[src/rtl/core/dmdsc_pkg.sv]
// Package for the dual motor drive with slew limiting and battery compensation.
// Holds register indexes, reset values and the controller/datapath link types.
// No dependencies.
`default_nettype none

package dmdsc_pkg;

  localparam int unsigned DATA_W    = 16;
  localparam int unsigned CMD_W     = 18;
  localparam int unsigned CFG_IDX_W = 3;
  localparam int unsigned DVD_W     = 30;
  localparam int unsigned FRAC_W    = 14;
  localparam int unsigned DIV_STEPS = 15;
  localparam int unsigned CNT_W     = 4;

  localparam logic [CFG_IDX_W-1:0] REG_NOMINAL_MV = 3'd0;
  localparam logic [CFG_IDX_W-1:0] REG_MIN_MV     = 3'd1;
  localparam logic [CFG_IDX_W-1:0] REG_MAX_RATIO  = 3'd2;
  localparam logic [CFG_IDX_W-1:0] REG_MAX_STEP   = 3'd3;
  localparam logic [CFG_IDX_W-1:0] REG_PWM_LIMIT  = 3'd4;

  localparam logic [DATA_W-1:0] RST_NOMINAL_MV = 16'd11095;
  localparam logic [DATA_W-1:0] RST_MIN_MV     = 16'd6000;
  localparam logic [DATA_W-1:0] RST_MAX_RATIO  = 16'd21299;
  localparam logic [DATA_W-1:0] RST_MAX_STEP   = 16'd200;
  localparam logic [DATA_W-1:0] RST_PWM_LIMIT  = 16'd10000;

  typedef struct packed {
    logic load;
    logic div_step;
    logic ratio_en;
    logic mul_en;
    logic mul_right;
    logic slew_en;
    logic slew_right;
    logic out_write;
  } cmd_t;

  typedef struct packed {
    logic uv;
    logic out_free;
  } sts_t;

endpackage

`default_nettype wire

[src/rtl/core/dmdsc_if.sv]
// Valid/ready channel interfaces for the motor drive input and output.
// No dependencies.
`default_nettype none

interface dmdsc_in_if;
  logic               valid;
  logic               ready;
  logic        [15:0] battery_mv;
  logic signed [15:0] target_left;
  logic signed [15:0] target_right;

  modport source (output valid, output battery_mv, output target_left,
                  output target_right, input ready);
  modport sink (input valid, input battery_mv, input target_left,
                input target_right, output ready);
endinterface

interface dmdsc_out_if;
  logic        valid;
  logic        ready;
  logic [15:0] left_duty;
  logic        left_forward;
  logic [15:0] right_duty;
  logic        right_forward;
  logic        undervoltage;

  modport source (output valid, output left_duty, output left_forward,
                  output right_duty, output right_forward, output undervoltage,
                  input ready);
  modport sink (input valid, input left_duty, input left_forward,
                input right_duty, input right_forward, input undervoltage,
                output ready);
endinterface

`default_nettype wire

[src/rtl/core/dmdsc_ctrl.sv]
// Sequencer for the motor drive: divide, cap, multiply, slew, output; undervoltage skips to output.
// Depends on dmdsc_pkg.
`default_nettype none

module dmdsc_ctrl (
  input  wire logic            clk,
  input  wire logic            rst,
  input  wire logic            in_valid,
  output logic                 in_ready,
  input  wire dmdsc_pkg::sts_t sts,
  output dmdsc_pkg::cmd_t      cmd
);

  typedef enum logic [2:0] {
    IDLE,
    DIV,
    RATIO,
    MUL_L,
    MUL_R,
    SLEW_R,
    OUTP
  } state_t;

  state_t                         state;
  logic [dmdsc_pkg::CNT_W-1:0]    cnt;

  always_ff @(posedge clk) begin
    if (rst) begin
      state <= IDLE;
      cnt   <= '0;
    end else begin
      case (state)
        IDLE: begin
          cnt <= '0;
          if (in_valid) state <= DIV;
        end
        DIV: begin
          if (sts.uv) begin
            state <= OUTP;
          end else begin
            cnt <= cnt + 1'b1;
            if (cnt == dmdsc_pkg::CNT_W'(dmdsc_pkg::DIV_STEPS - 1)) state <= RATIO;
          end
        end
        RATIO:  state <= MUL_L;
        MUL_L:  state <= MUL_R;
        MUL_R:  state <= SLEW_R;
        SLEW_R: state <= OUTP;
        OUTP: begin
          if (sts.out_free) state <= IDLE;
        end
        default: state <= IDLE;
      endcase
    end
  end

  always_comb begin
    cmd            = '0;
    in_ready       = 1'b0;
    case (state)
      IDLE: begin
        in_ready = 1'b1;
        cmd.load = in_valid;
      end
      DIV:    cmd.div_step = ~sts.uv;
      RATIO:  cmd.ratio_en = 1'b1;
      MUL_L:  cmd.mul_en   = 1'b1;
      MUL_R: begin
        cmd.mul_en    = 1'b1;
        cmd.mul_right = 1'b1;
        cmd.slew_en   = 1'b1;
      end
      SLEW_R: begin
        cmd.slew_en    = 1'b1;
        cmd.slew_right = 1'b1;
      end
      OUTP:   cmd.out_write = sts.out_free;
      default: cmd = '0;
    endcase
  end

endmodule

`default_nettype wire

[src/rtl/core/dmdsc_dp.sv]
// Datapath: config registers, radix-4 divider, shared multiplier, slew limiter,
// command state and output register. Depends on dmdsc_pkg.
`default_nettype none

module dmdsc_dp (
  input  wire logic                              clk,
  input  wire logic                              rst,
  input  wire logic                              cfg_we,
  input  wire logic [dmdsc_pkg::CFG_IDX_W-1:0]   cfg_index,
  input  wire logic [dmdsc_pkg::DATA_W-1:0]      cfg_data,
  input  wire logic [15:0]                       battery_mv,
  input  wire logic signed [15:0]                target_left,
  input  wire logic signed [15:0]                target_right,
  input  wire dmdsc_pkg::cmd_t                   cmd,
  output dmdsc_pkg::sts_t                        sts,
  output logic                                   out_valid,
  input  wire logic                              out_ready,
  output logic [15:0]                            left_duty,
  output logic                                   left_forward,
  output logic [15:0]                            right_duty,
  output logic                                   right_forward,
  output logic                                   undervoltage
);

  localparam int unsigned DW = dmdsc_pkg::DATA_W;
  localparam int unsigned CW = dmdsc_pkg::CMD_W;
  localparam int unsigned VW = dmdsc_pkg::DVD_W;
  localparam int unsigned FW = dmdsc_pkg::FRAC_W;

  logic [DW-1:0] nominal_mv, min_mv, max_ratio, max_step, pwm_limit;

  logic [DW-1:0]  batt;
  logic [DW-1:0]  mag_l, mag_r;
  logic           neg_l, neg_r;
  logic           uv;
  logic [DW-1:0]  rem;
  logic [VW-1:0]  dvd;
  logic [DW-1:0]  ratio;
  logic [2*DW-1:0] prod;
  logic signed [CW-1:0] prev_l, prev_r;

  // divider: two quotient bits per step
  logic [DW:0]   r1, r2;
  logic          q1, q2;
  logic [DW-1:0] r1s, r2s;

  // slew
  logic [CW-1:0]        p_mag;
  logic signed [CW+1:0] cur, hi, lo, slewed;
  logic signed [CW-1:0] prev_sel;
  logic                 slew_neg;

  logic [DW:0]          drv_l, drv_r;

  function automatic logic [DW:0] drive(input logic signed [CW-1:0] c,
                                        input logic [DW-1:0] limit);
    logic [CW-1:0] m;
    logic          fwd;
    begin
      fwd = ~c[CW-1];
      m   = fwd ? c : CW'(-c);
      if (m > {{(CW-DW){1'b0}}, limit}) m = {{(CW-DW){1'b0}}, limit};
      drive = {fwd, m[DW-1:0]};
    end
  endfunction

  always_ff @(posedge clk) begin
    if (rst) begin
      nominal_mv <= dmdsc_pkg::RST_NOMINAL_MV;
      min_mv     <= dmdsc_pkg::RST_MIN_MV;
      max_ratio  <= dmdsc_pkg::RST_MAX_RATIO;
      max_step   <= dmdsc_pkg::RST_MAX_STEP;
      pwm_limit  <= dmdsc_pkg::RST_PWM_LIMIT;
    end else if (cfg_we) begin
      case (cfg_index)
        dmdsc_pkg::REG_NOMINAL_MV: nominal_mv <= cfg_data;
        dmdsc_pkg::REG_MIN_MV:     min_mv     <= cfg_data;
        dmdsc_pkg::REG_MAX_RATIO:  max_ratio  <= cfg_data;
        dmdsc_pkg::REG_MAX_STEP:   max_step   <= cfg_data;
        dmdsc_pkg::REG_PWM_LIMIT:  pwm_limit  <= cfg_data;
        default: ;
      endcase
    end
  end

  always_comb begin
    r1  = {rem, dvd[VW-1]};
    q1  = (r1 >= {1'b0, batt});
    r1s = q1 ? DW'(r1 - {1'b0, batt}) : r1[DW-1:0];
    r2  = {r1s, dvd[VW-2]};
    q2  = (r2 >= {1'b0, batt});
    r2s = q2 ? DW'(r2 - {1'b0, batt}) : r2[DW-1:0];
  end

  always_comb begin
    p_mag    = prod[FW+CW-1:FW];
    slew_neg = cmd.slew_right ? neg_r : neg_l;
    prev_sel = cmd.slew_right ? prev_r : prev_l;
    cur      = slew_neg ? -$signed({2'b00, p_mag}) : $signed({2'b00, p_mag});
    hi       = $signed({{2{prev_sel[CW-1]}}, prev_sel}) + $signed({4'b0000, max_step});
    lo       = $signed({{2{prev_sel[CW-1]}}, prev_sel}) - $signed({4'b0000, max_step});
    if (cur > hi)      slewed = hi;
    else if (cur < lo) slewed = lo;
    else               slewed = cur;
    drv_l = drive(prev_l, pwm_limit);
    drv_r = drive(prev_r, pwm_limit);
  end

  always_ff @(posedge clk) begin
    if (cmd.load) begin
      batt  <= battery_mv;
      uv    <= (battery_mv < min_mv);
      neg_l <= target_left[15];
      neg_r <= target_right[15];
      mag_l <= target_left[15] ? DW'(-target_left) : target_left;
      mag_r <= target_right[15] ? DW'(-target_right) : target_right;
      rem   <= '0;
      dvd   <= {nominal_mv, {FW{1'b0}}};
    end
    if (cmd.div_step) begin
      rem <= r2s;
      dvd <= {dvd[VW-3:0], q1, q2};
    end
    // a zero divisor yields an all-ones quotient, which the cap catches
    if (cmd.ratio_en) begin
      if (dvd[VW-1:DW] != '0 || dvd[DW-1:0] > max_ratio) ratio <= max_ratio;
      else ratio <= dvd[DW-1:0];
    end
    if (cmd.mul_en) begin
      prod <= (cmd.mul_right ? mag_r : mag_l) * ratio;
    end
  end

  always_ff @(posedge clk) begin
    if (rst) begin
      prev_l    <= '0;
      prev_r    <= '0;
      out_valid <= 1'b0;
    end else begin
      if (cmd.slew_en) begin
        if (cmd.slew_right) prev_r <= slewed[CW-1:0];
        else                prev_l <= slewed[CW-1:0];
      end
      if (cmd.out_write) begin
        out_valid <= 1'b1;
        if (uv) begin
          prev_l <= '0;
          prev_r <= '0;
        end
      end else if (out_ready) begin
        out_valid <= 1'b0;
      end
    end
  end

  always_ff @(posedge clk) begin
    if (cmd.out_write) begin
      undervoltage <= uv;
      if (uv) begin
        left_duty     <= '0;
        left_forward  <= 1'b1;
        right_duty    <= '0;
        right_forward <= 1'b1;
      end else begin
        left_duty     <= drv_l[DW-1:0];
        left_forward  <= drv_l[DW];
        right_duty    <= drv_r[DW-1:0];
        right_forward <= drv_r[DW];
      end
    end
  end

  assign sts.uv       = uv;
  assign sts.out_free = ~out_valid | out_ready;

endmodule

`default_nettype wire

[src/rtl/core/dual_motor_drive_slew_comp.sv]
// Dual motor drive with battery compensation and slew limiting.
// The path from input transfer to output valid runs through the 15-step radix-4 ratio
// divider, which undervoltage skips. One item at a time; an output stall holds the next
// item. The output register frees the input.
// Synchronous reset restores register defaults and clears both commands.
// Depends on dmdsc_pkg, dmdsc_if, dmdsc_ctrl, dmdsc_dp.
`default_nettype none

module dual_motor_drive_slew_comp (
  input  wire logic                            clk,
  input  wire logic                            rst,
  input  wire logic                            cfg_we,
  input  wire logic [dmdsc_pkg::CFG_IDX_W-1:0] cfg_index,
  input  wire logic [dmdsc_pkg::DATA_W-1:0]    cfg_data,
  dmdsc_in_if.sink                             cmd_in,
  dmdsc_out_if.source                          drv_out
);

  dmdsc_pkg::cmd_t cmd;
  dmdsc_pkg::sts_t sts;
  logic            in_ready;

  assign cmd_in.ready = in_ready;

  dmdsc_ctrl u_ctrl (
    .clk      (clk),
    .rst      (rst),
    .in_valid (cmd_in.valid),
    .in_ready (in_ready),
    .sts      (sts),
    .cmd      (cmd)
  );

  dmdsc_dp u_dp (
    .clk           (clk),
    .rst           (rst),
    .cfg_we        (cfg_we),
    .cfg_index     (cfg_index),
    .cfg_data      (cfg_data),
    .battery_mv    (cmd_in.battery_mv),
    .target_left   (cmd_in.target_left),
    .target_right  (cmd_in.target_right),
    .cmd           (cmd),
    .sts           (sts),
    .out_valid     (drv_out.valid),
    .out_ready     (drv_out.ready),
    .left_duty     (drv_out.left_duty),
    .left_forward  (drv_out.left_forward),
    .right_duty    (drv_out.right_duty),
    .right_forward (drv_out.right_forward),
    .undervoltage  (drv_out.undervoltage)
  );

endmodule

`default_nettype wire
[src/flat_wrapper.sv]
// flat-port wrapper written by rule: the top's interface ports become plain ports
module dual_motor_drive_slew_comp_flat 
  (clk, rst, cfg_we, cfg_index, cfg_data, cmd_in_valid, cmd_in_battery_mv, cmd_in_target_left, cmd_in_target_right, cmd_in_ready, drv_out_valid, drv_out_left_duty, drv_out_left_forward, drv_out_right_duty, drv_out_right_forward, drv_out_undervoltage, drv_out_ready);
  dmdsc_in_if cmd_in_i ();
  dmdsc_out_if drv_out_i ();
  input  wire logic clk;
  input  wire logic rst;
  input  wire logic cfg_we;
  input  wire logic [dmdsc_pkg::CFG_IDX_W-1:0] cfg_index;
  input  wire logic [dmdsc_pkg::DATA_W-1:0] cfg_data;
  input wire logic [$bits(cmd_in_i.valid)-1:0] cmd_in_valid;
  input wire logic [$bits(cmd_in_i.battery_mv)-1:0] cmd_in_battery_mv;
  input wire logic [$bits(cmd_in_i.target_left)-1:0] cmd_in_target_left;
  input wire logic [$bits(cmd_in_i.target_right)-1:0] cmd_in_target_right;
  output wire logic [$bits(cmd_in_i.ready)-1:0] cmd_in_ready;
  output wire logic [$bits(drv_out_i.valid)-1:0] drv_out_valid;
  output wire logic [$bits(drv_out_i.left_duty)-1:0] drv_out_left_duty;
  output wire logic [$bits(drv_out_i.left_forward)-1:0] drv_out_left_forward;
  output wire logic [$bits(drv_out_i.right_duty)-1:0] drv_out_right_duty;
  output wire logic [$bits(drv_out_i.right_forward)-1:0] drv_out_right_forward;
  output wire logic [$bits(drv_out_i.undervoltage)-1:0] drv_out_undervoltage;
  input wire logic [$bits(drv_out_i.ready)-1:0] drv_out_ready;
  assign cmd_in_i.valid = cmd_in_valid;
  assign cmd_in_i.battery_mv = cmd_in_battery_mv;
  assign cmd_in_i.target_left = cmd_in_target_left;
  assign cmd_in_i.target_right = cmd_in_target_right;
  assign cmd_in_ready = cmd_in_i.ready;
  assign drv_out_valid = drv_out_i.valid;
  assign drv_out_left_duty = drv_out_i.left_duty;
  assign drv_out_left_forward = drv_out_i.left_forward;
  assign drv_out_right_duty = drv_out_i.right_duty;
  assign drv_out_right_forward = drv_out_i.right_forward;
  assign drv_out_undervoltage = drv_out_i.undervoltage;
  assign drv_out_i.ready = drv_out_ready;
  dual_motor_drive_slew_comp u_core (.clk(clk), .rst(rst), .cfg_we(cfg_we), .cfg_index(cfg_index), .cfg_data(cfg_data), .cmd_in(cmd_in_i), .drv_out(drv_out_i));
endmodule
[config.mk]
export PLATFORM = sky130hd
export DESIGN_NAME = dual_motor_drive_slew_comp_flat
export DESIGN_NICKNAME = d
export VERILOG_FILES = /design/src/rtl/core/dmdsc_pkg.sv /design/src/rtl/core/dmdsc_if.sv /design/src/rtl/core/dmdsc_ctrl.sv /design/src/rtl/core/dmdsc_dp.sv /design/src/rtl/core/dual_motor_drive_slew_comp.sv /design/src/flat_wrapper.sv
export SDC_FILE = /design/constraint.sdc
export NUM_CORES = 1
export LEC_CHECK = 0
export BUFFER_PORTS_ARGS = -buffer_cell sky130_fd_sc_hd__buf_2
export CORE_UTILIZATION = 45
export DETAILED_ROUTE_END_ITERATION = 10
export GPL_ROUTABILITY_DRIVEN = 0
export MAX_ROUTING_LAYER = met4
export PLACE_DENSITY = 0.58
export REMOVE_ABC_BUFFERS = 1
export SETUP_SLACK_MARGIN = 0.02
export SYNTH_ARGS = -nofsm -noshare
export SYNTH_HDL_FRONTEND = slang
export SYNTH_SLANG_ARGS = --single-unit
export TNS_END_PERCENT = 20
[constraint.sdc]
create_clock -name clk -period 9.9 [get_ports clk]
set_clock_uncertainty 0.2 [all_clocks]
set_input_delay 0.495 -clock clk [delete_from_list [all_inputs] [get_ports clk]]
set_output_delay 0.495 -clock clk [all_outputs]
set_load 0.01 [all_outputs]
==> flow_results.org, run 1 <==
** GRT
- The first global-routing pass estimated roughly 120,000 um of wire.
- Entering global routing, the biggest net connects between 90 and 100 pins.
- Global routing used roughly a quarter of the available tracks across all layers.
- Leftover overflow at the end of global routing :: 0
- The via count of the first global-routing pass came to around 22,000.
- Antenna violations before repair :: 1

** Clock tree
- Sinks on Clock Net :: just under 300
- The number of clock buffers added by TritonCTS is 35.
- The later pin in the worst-skew pair is clocked with a latency of 550 ps.
- In this run the number of H-tree levels came out at 2.
- After clock tree synthesis, the clock-pin slew on the worst setup and hold paths is ~70 ps.
- TritonCTS built the clock tree.
- Clock root buffer :: sky130_fd_sc_hd__clkbuf_16
- Counting along the longest clock path gives a buffer depth of 3.

** Critical path
- Critical path startpoint category :: register
- Maximum net fanout on the critical path :: 19
- Worst path required time :: 9990 ps
- Counting cells, the worst reg-to-reg path comes to 25.
- On the critical path, the stage with the largest delay is an instance of sky130_fd_sc_hd__dfxtp_1.
- Classification of the worst setup path :: reg -> reg
- In this run the critical register-to-register path is launched from u_core.u_ctrl.state[2].
- For the worst setup path, the data arrival time is roughly 8300 ps.
- The worst setup path is captured at a register.
- R2r setup slk :: approximately 1700 ps
- The largest single stage delay on the critical path is roughly 570 ps.
- By instance count, the cell type seen most on the critical path is sky130_fd_sc_hd__fa_1.
- In this run the critical register-to-register path is captured at u_core.u_dp.prod[31].

** Die
- The floorplan has between 80 and 90 rows.
- For this configuration, the core starts out at a cell density of between 40 and 50%.
- Overall die width :: around 250 um
- I/O pin total :: approximately 110
- Placeable core region :: just under 60,000 um^2
- The floorplan step defined a die boundary enclosing between 60,000 and 70,000 um^2.
- Vert. Die Dim :: 248 um

** Yosys
- Post-synth ARST share :: 0%
- Cell count after synthesis :: between 3,000 and 4,000
- Unique cell type count in the Yosys netlist :: 89
- Synth Area per Inst :: roughly 8.8 um^2
- Number of register bits inferred by synthesis :: 290
- Sequential cells were found to cover a little over a quarter of the synthesized design area.
- Count of flip-flops with a built-in enable after synthesis :: between 150 and 200
- Netlist area before placement :: about 27,000 um^2
- In the synthesized netlist the dominant register cell turns out to be sky130_fd_sc_hd__edfxtp_1.
- Yosys printed 0 warnings.

** STA
- Static timing analysis puts the maximum clock frequency at 0.122 GHz.
- At the pin with the least slew margin, the transition time is between 1000 and 1500 ps.
- Number of max-slew violations in the final report :: 0
- Slew Limit Headroom :: 13.7%
- Endpoints failing hold :: 0
- Setup violations remaining at the end of the flow were counted as 0.
- Post-layout minimum cycle time :: ~8200 ps
- Setup repair after global routing left no endpoint under its margin.
- Sum of negative setup slack :: 0 ps
- In the finished design, the share of the clock period the worst path needs comes to slightly above 80%.

** Place
- DP Wirelength :: approximately 56,000 um
- During placement, the flow inserted port buffers numbering approximately 110.

** Hold path
- The worst hold path was traced through 2 stages.
- In this run the most critical hold path is launched from cmd_in_target_right[3].
- The min-delay analysis places its worst path in the category in -> reg.
- The worst hold path terminates at u_core.u_dp.mag_r[3].

** Run
- Max-cap violations in this run came to 0.

** Drt
- The routed design has approximately 73,000 um of wire.
- In the final routed layout, each cell accounts on average for 18.7 um.
- The routed design uses roughly 35,000 um of met2 wire.
- After detailed routing, the number of remaining DRC violations is 0.
- Summed over all nets, wire length on met3 after detailed routing comes to 3390 um.
- Uppermost layer routed :: met4
- The final route contains 22,000 vias.
- Violation count after the first detailed-routing iteration :: 1,557
- For this block, wires on met1 add up to 32,900 um.
- Using the TritonRoute via totals, the vias-per-cell ratio works out to 5.61.
- In this run the remaining antenna-violating nets after routing total 0.
- Number of detailed-routing iterations run before antenna repair :: 9

** Final layout
- Diode insertion count for antenna repair :: 0
- After the last flow step, the layout net total stands at 3,677.
- In the final layout, the share of cells above drive strength 1 is under 10%.
- Area Growth Syn to Fin :: 9.10%

** Status
- The flow ran to the end, and the final reports show no timing, DRC or antenna violations.
how the worst max path moves through the flow:
| stage | from | to | slack (ps) | depth (start not counted) |
|---|---|---|---|---|
| finish | u_core.u_ctrl.state[2] | u_core.u_dp.prod[31] | 1720 | 25 |
| global placement | u_core.u_ctrl.state[2] | u_core.u_dp.prod[31] | 1840 | 25 |
| CTS | u_core.u_ctrl.state[2] | u_core.u_dp.prod[31] | 1710 | 25 |
| global route | u_core.u_ctrl.state[2] | u_core.u_dp.prod[31] | 1250 | 25 |
| floorplan | u_core.u_ctrl.state[2] | u_core.u_dp.prod[31] | 1910 | 22 |
| detailed placement | u_core.u_ctrl.state[2] | u_core.u_dp.prod[31] | 1740 | 25 |
worst max-delay path: cells and delay by family, from the launching register on:
family,cells,cell delay (ps)
AO/OA/AOI/OAI,8,1690
AND/OR/NAND/NOR,5,1730
XOR/XNOR,1,80
flip-flops,1,570
adder cells (fa/ha/maj),7,3410
buffers and inverters,4,190
stage by stage:
stage / area (um^2) / instances / worst slack, ps / util (%) / hold WS (ps)
6_report: 29700 / 3932 / 1720 / 50.0 / 75.2
5_1_grt: 29700 / 3932 / 1250 / 50.0 / 59.1
4_1_cts: 29700 / 3932 / 1710 / 50.0 / 43.6
3_5_place_dp: 28300 / 3852 / 1740 / 47.8 / 247
3_3_place_gp: 28300 / 3852 / 1840 / 47.8 / 243
2_1_floorplan: 26600 / 2948 / 1910 / - / 230
routing by layer:
metal  track usage, %  up-vias
met3             2.64      113
met4             7.36        0
met2             41.6      557
li1                 -    10600
met5                -        -
met1             32.8    10800
final cells by class:
type / instances / area, um^2
fillers: 5595 / 29700
multi-input cells: 2298 / 17900
flip-flops and latches: 290 / 7470
inverters: 360 / 1350
clock buffers: 44 / 982
well taps: 773 / 967
repair buffers: 149 / 893
clock inverters: 18 / 185
flip-flops by register name, summed over array words and instances (netlist names), 3 cells and up:
| signal | count |
|---|---|
| u_core.u_dp.dvd | 30 |
| u_core.u_dp.prev_l | 18 |
| u_core.u_dp.prev_r | 18 |
| u_core.u_dp.prod | 18 |
| u_core.u_dp.batt | 16 |
| u_core.u_dp.left_duty | 16 |
| u_core.u_dp.mag_l | 16 |
| u_core.u_dp.mag_r | 16 |
| u_core.u_dp.max_ratio | 16 |
| u_core.u_dp.max_step | 16 |
| u_core.u_dp.min_mv | 16 |
| u_core.u_dp.nominal_mv | 16 |
| u_core.u_dp.pwm_limit | 16 |
| u_core.u_dp.ratio | 16 |
| u_core.u_dp.rem | 16 |
| u_core.u_dp.right_duty | 16 |
| u_core.u_ctrl.cnt | 4 |
| u_core.u_ctrl.state | 3 |
cells in the mapped netlist (all sizes together), types with 12 or more instances:
master  number  area [um^2]
nand2      543         2040
o21ai      129          653
nand2b      27          176
a31oi       14          103
nand3b      27          203
a222oi      15          150
inv        360         1350
a21o        46          345
o41ai       16          155
fa         197         3940
o31ai       39          308
a211oi      26          205
ha         274         3430
nor2       123          469
xor2        26          228
o311a       15          150
o211ai      23          178
edfxtp     166         4980
and2       132          831
nand3       74          385
xnor2      117         1020
nor3        30          150
dfxtp      124         2480
buf         28          178
nor2b       21          131
clkbuf     108          405
nand4       23          144
o21bai      12         90.1
a21oi      193          977
nor4        16          121
o21a        25          188
what timing repair did:
action / 4_1_cts / 5_1_grt
gates resized for setup: 0 / 0
endpoints found under the hold margin: 18 / 0
hold buffers: 18 / 0
setup buffers: 0 / 0
placed cells by master (no fill, tap or decap), types with 22 or more instances in the layout:
cell,instances
sky130_fd_sc_hd__nand2_1,543
sky130_fd_sc_hd__inv_1,358
sky130_fd_sc_hd__ha_1,274
sky130_fd_sc_hd__fa_1,197
sky130_fd_sc_hd__a21oi_1,188
sky130_fd_sc_hd__edfxtp_1,166
sky130_fd_sc_hd__and2_1,128
sky130_fd_sc_hd__dfxtp_1,124
sky130_fd_sc_hd__nor2_1,121
sky130_fd_sc_hd__xnor2_1,117
sky130_fd_sc_hd__buf_2,108
sky130_fd_sc_hd__o21ai_0,95
sky130_fd_sc_hd__nand3_1,71
sky130_fd_sc_hd__a21o_1,46
sky130_fd_sc_hd__clkbuf_16,37
sky130_fd_sc_hd__o31ai_1,36
sky130_fd_sc_hd__o21ai_1,32
sky130_fd_sc_hd__nor3_1,30
sky130_fd_sc_hd__nand3b_1,27
sky130_fd_sc_hd__nand2b_1,26
sky130_fd_sc_hd__xor2_1,26
sky130_fd_sc_hd__o21a_1,25
sky130_fd_sc_hd__a211oi_1,24
sky130_fd_sc_hd__nand4_1,23
sky130_fd_sc_hd__buf_4,23
sky130_fd_sc_hd__o211ai_1,22
kinds of logic (layout without fill, tap and decap cells):
kind of cell               count (synthesis)  in the layout  share of synthesized area, %
muxes                                     14             14                         0.547
xor gates and xnor gates                 143            143                          4.60
DFF                                      290            290                          27.4
AOI/OAI and AO/OA                        610            610                          14.9
buffers and inverters                    496            571                          7.11
adders and majority gates                471            471                          27.1
and+or+nand+nor                         1060           1060                          18.3
Power of run 1 is left out: the tool's default activity adds up to more than one toggle a clock period on the data nets, which glitch-free logic cannot reach.
==> inputs of run 2 (changes only) <==
- PLACE_DENSITY: 0.58 -> 0.61
- clock period: 9.9 -> 6.95 ns (I/O delays scaled with it)
==> run 2 against run 1 <==
The run now ends with negative setup slack left. Maximum frequency up 15%. Sequential share of layout area fell by 1.6 points. Critical path depth is 4 higher. Register-to-register slack got worse by 1900 ps. Hold slack worse by 47 ps. Largest cell class unchanged.
==> flow_results.org, run 2 (synthesis results as in run 1) <==
** Status
- Status :: finished with violations
- The checks that failed: negative setup slack.

** Critical path
- The worst setup path is launched from a register.
- The cell count along the critical path was 29 (+16%).
- The largest driver fanout on the critical path came to 7 (-12).
- The critical path is of the reg -> reg type.
- Critical path arrival :: 7200 ps (-1070 ps)
- Logic depth of the worst register-to-register path :: 29 (+16%)
- Among all stages on the critical path, the largest delay is contributed by sky130_fd_sc_hd__fa_1.
- R2r setup slk :: -150 ps (-1870 ps)
- Most common cell on crit path :: sky130_fd_sc_hd__fa_1
- The most critical setup path has its endpoint at u_core.u_dp.prod[31].
- The delay of the slowest cell on the worst path was 530 ps (-40 ps).
- On the critical path the largest part of the delay comes from adder cells.
- Worst setup path start :: u_core.u_ctrl.state[1]
- R2r startpoint :: u_core.u_ctrl.state[1]
- Crit. End Element :: register
- Worst R2R End :: u_core.u_dp.prod[31]
- Count of buffer and inverter cells on the critical path :: 8 (+4)
- Worst path required time :: 7050 ps (-2940 ps)

** Clock tree
- TritonCTS built the clock tree.
- Clock-pin transition on the worst setup and hold timing paths :: 80 ps (about the same)
- Clock tree synthesis selected as its root buffer the cell sky130_fd_sc_hd__clkbuf_16.
- The total CTS buffers was 34 (-2.9%).
- The number of clock sinks came to 290 (unchanged).
- H-tree depth reported by CTS :: 2 (unchanged)
- Number of buffers on the longest clock path :: 3 (unchanged)
- The insertion delay of the later-clocked pin in the worst-skew pair is 550 ps (about the same).

** GRT
- The via count of the first global-routing pass was 22,800 (+2.7%).
- Antenna violations before repair :: 0 (-1)
- The total congestion overflow after global routing came to 0 (unchanged).
- The maximum number of pins on one net before global-route repair was 91 (unchanged).
- The combined global-route utilization of all metal layers is 25.9% (+0.64 points).
- First-pass GRT wire length :: 122,000 um (+2.6%)

** Final layout
- The antenna diode count came to 0 (unchanged).
- Post-layout util :: 53.4% (+3.4 points)
- From synthesis to final layout, the design area changed by 16.5%.
- In the layout the commonest cells are 509 x sky130_fd_sc_hd__nand2_1, 341 x sky130_fd_sc_hd__inv_1, 262 x sky130_fd_sc_hd__ha_1.
- The count of filler cells inserted in the layout was 5,405 (-3.4%).
- u_core.u_dp.dvd holds more flip-flops than any other register.
- The layout cell share with drive strength beyond 1 was 14.2% (+6.6 points).
- Most frequent standard cell in the layout excluding fill and tap cells :: sky130_fd_sc_hd__nand2_1
- Final layout net count :: 3,859 (+4.9%)
- The number of flip-flops under the largest register name is 30 (unchanged).

** Die
- The initial standard-cell utilization of the core came to 45.9% (unchanged).
- I/O pin total :: 109 (unchanged)
- The height of the die is 248 um (unchanged).
- Overall die width :: 248 um (unchanged)
- Die Area :: 61,500 um^2 (unchanged)
- The number of standard-cell rows in the floorplan is 89 (unchanged).
- The placeable core area is 59,400 um^2 (unchanged).

** STA
- The share of the clock period used by the worst path is 102% (+20 points).
- The minimum period implied by the final worst setup slack is 7100 ps (-1080 ps).
- The worst relative slew slack is 15.3% (+1.6 points).
- Transition at the pin with the smallest max-transition slack :: 1260 ps (-23.2 ps)
- RSZ-0062 raised after global routing :: yes
- The final worst slack is -152 ps (-1870 ps).
- The post-route setup TNS is -738 ps (-738 ps).
- The tightest hold margin is 28.2 ps (-47.0 ps).
- The final count of hold timing violations is 0 (unchanged).
- The number of endpoints failing setup at the final stage was 7 (+7).
- The highest clock frequency the design can meet came to 0.141 GHz (+15%).
- The max-slew violation total from the final report came to 0 (unchanged).

** Drt
- Total vias in the final route :: 22,800 (+3.4%)
- The per-cell via count in the routed design came to 5.54 (-1.2%).
- Violation count after the first detailed-routing iteration :: 1,656 (+6.4%)
- The total wirelength of the detailed-routed design came to 76,600 um (+4.4%).
- Number of detailed-routing iterations run before antenna repair :: 8 (-1)
- The remaining routing DRC violations is 0 (unchanged).
- Number of routed nets with antenna violations :: 0 (unchanged)
- Wirelength per Cell :: 18.6 um (-0.27%)

** Place
- The count of input and output buffers was 108 (unchanged).
- DP Wirelength :: 57,500 um (+2.5%)

** Run
- Max Cap Viol :: 0 (unchanged)

** Hold path
- HP Class :: in -> reg
-- run 2: routing by layer --
metal  GRT usage [%]  share of wire (%)  up-vias
met2            42.6                 48      649
met1            33.7                 44    11100
met5               -                  0        -
met4            7.29                2.8        0
met3            2.84                5.1      116
li1                -                  -    10900
-- run 2: stage by stage --
stage          setup slack [ps]  instances  area, um^2
5_1_grt                    -401       4115       31700
2_1_floorplan             -1040       2948       26600
3_5_place_dp               -399       3949       29100
6_report                   -152       4115       31700
3_3_place_gp               -298       3949       29100
4_1_cts                    -114       4100       31500
-- run 2: repair_timing --
action,4_1_cts,5_1_grt
cloned,1,1
endpoints found under the setup margin,10,16
hold endpoints to repair,126,0
gates resized for setup,108,43
pin swaps,96,34
setup buffers,25,16
hold buffers,63,0
-- run 2: final cells by class --
class	instances	area [um^2]	share of cell area [%]
well taps	773	967	3.05
inverters	360	1350	4.26
clock inverters	14	173	0.544
multi-input cells	2299	18300	57.6
repair buffers	331	2520	7.94
clock buffers	48	966	3.05
flip-flops and latches	290	7470	23.6
-- run 2: worst min path at each step --
stage / start / end / slack [ps] / cells after the start
final: cmd_in_target_right[1] / u_core.u_dp.mag_r[3] / 30 / 3
after global placement: u_core.u_dp.nominal_mv[14] / u_core.u_dp.nominal_mv[14] / 240 / 2
after detailed placement: u_core.u_dp.min_mv[0] / u_core.u_dp.min_mv[0] / 250 / 2
after CTS: cmd_in_target_right[1] / u_core.u_dp.mag_r[3] / 20 / 3
after global routing: cmd_in_target_right[1] / u_core.u_dp.mag_r[3] / 20 / 3
after floorplan: rst / u_core.u_ctrl.cnt[0] / 220 / 1
-- run 2: tightest hold or removal path, cell delays in order --
cell and delay [ps]:
sky130_fd_sc_hd__buf_2 90, sky130_fd_sc_hd__o31ai_1 70, sky130_fd_sc_hd__xnor2_1 150
Power of run 2 is left out for the same reason.
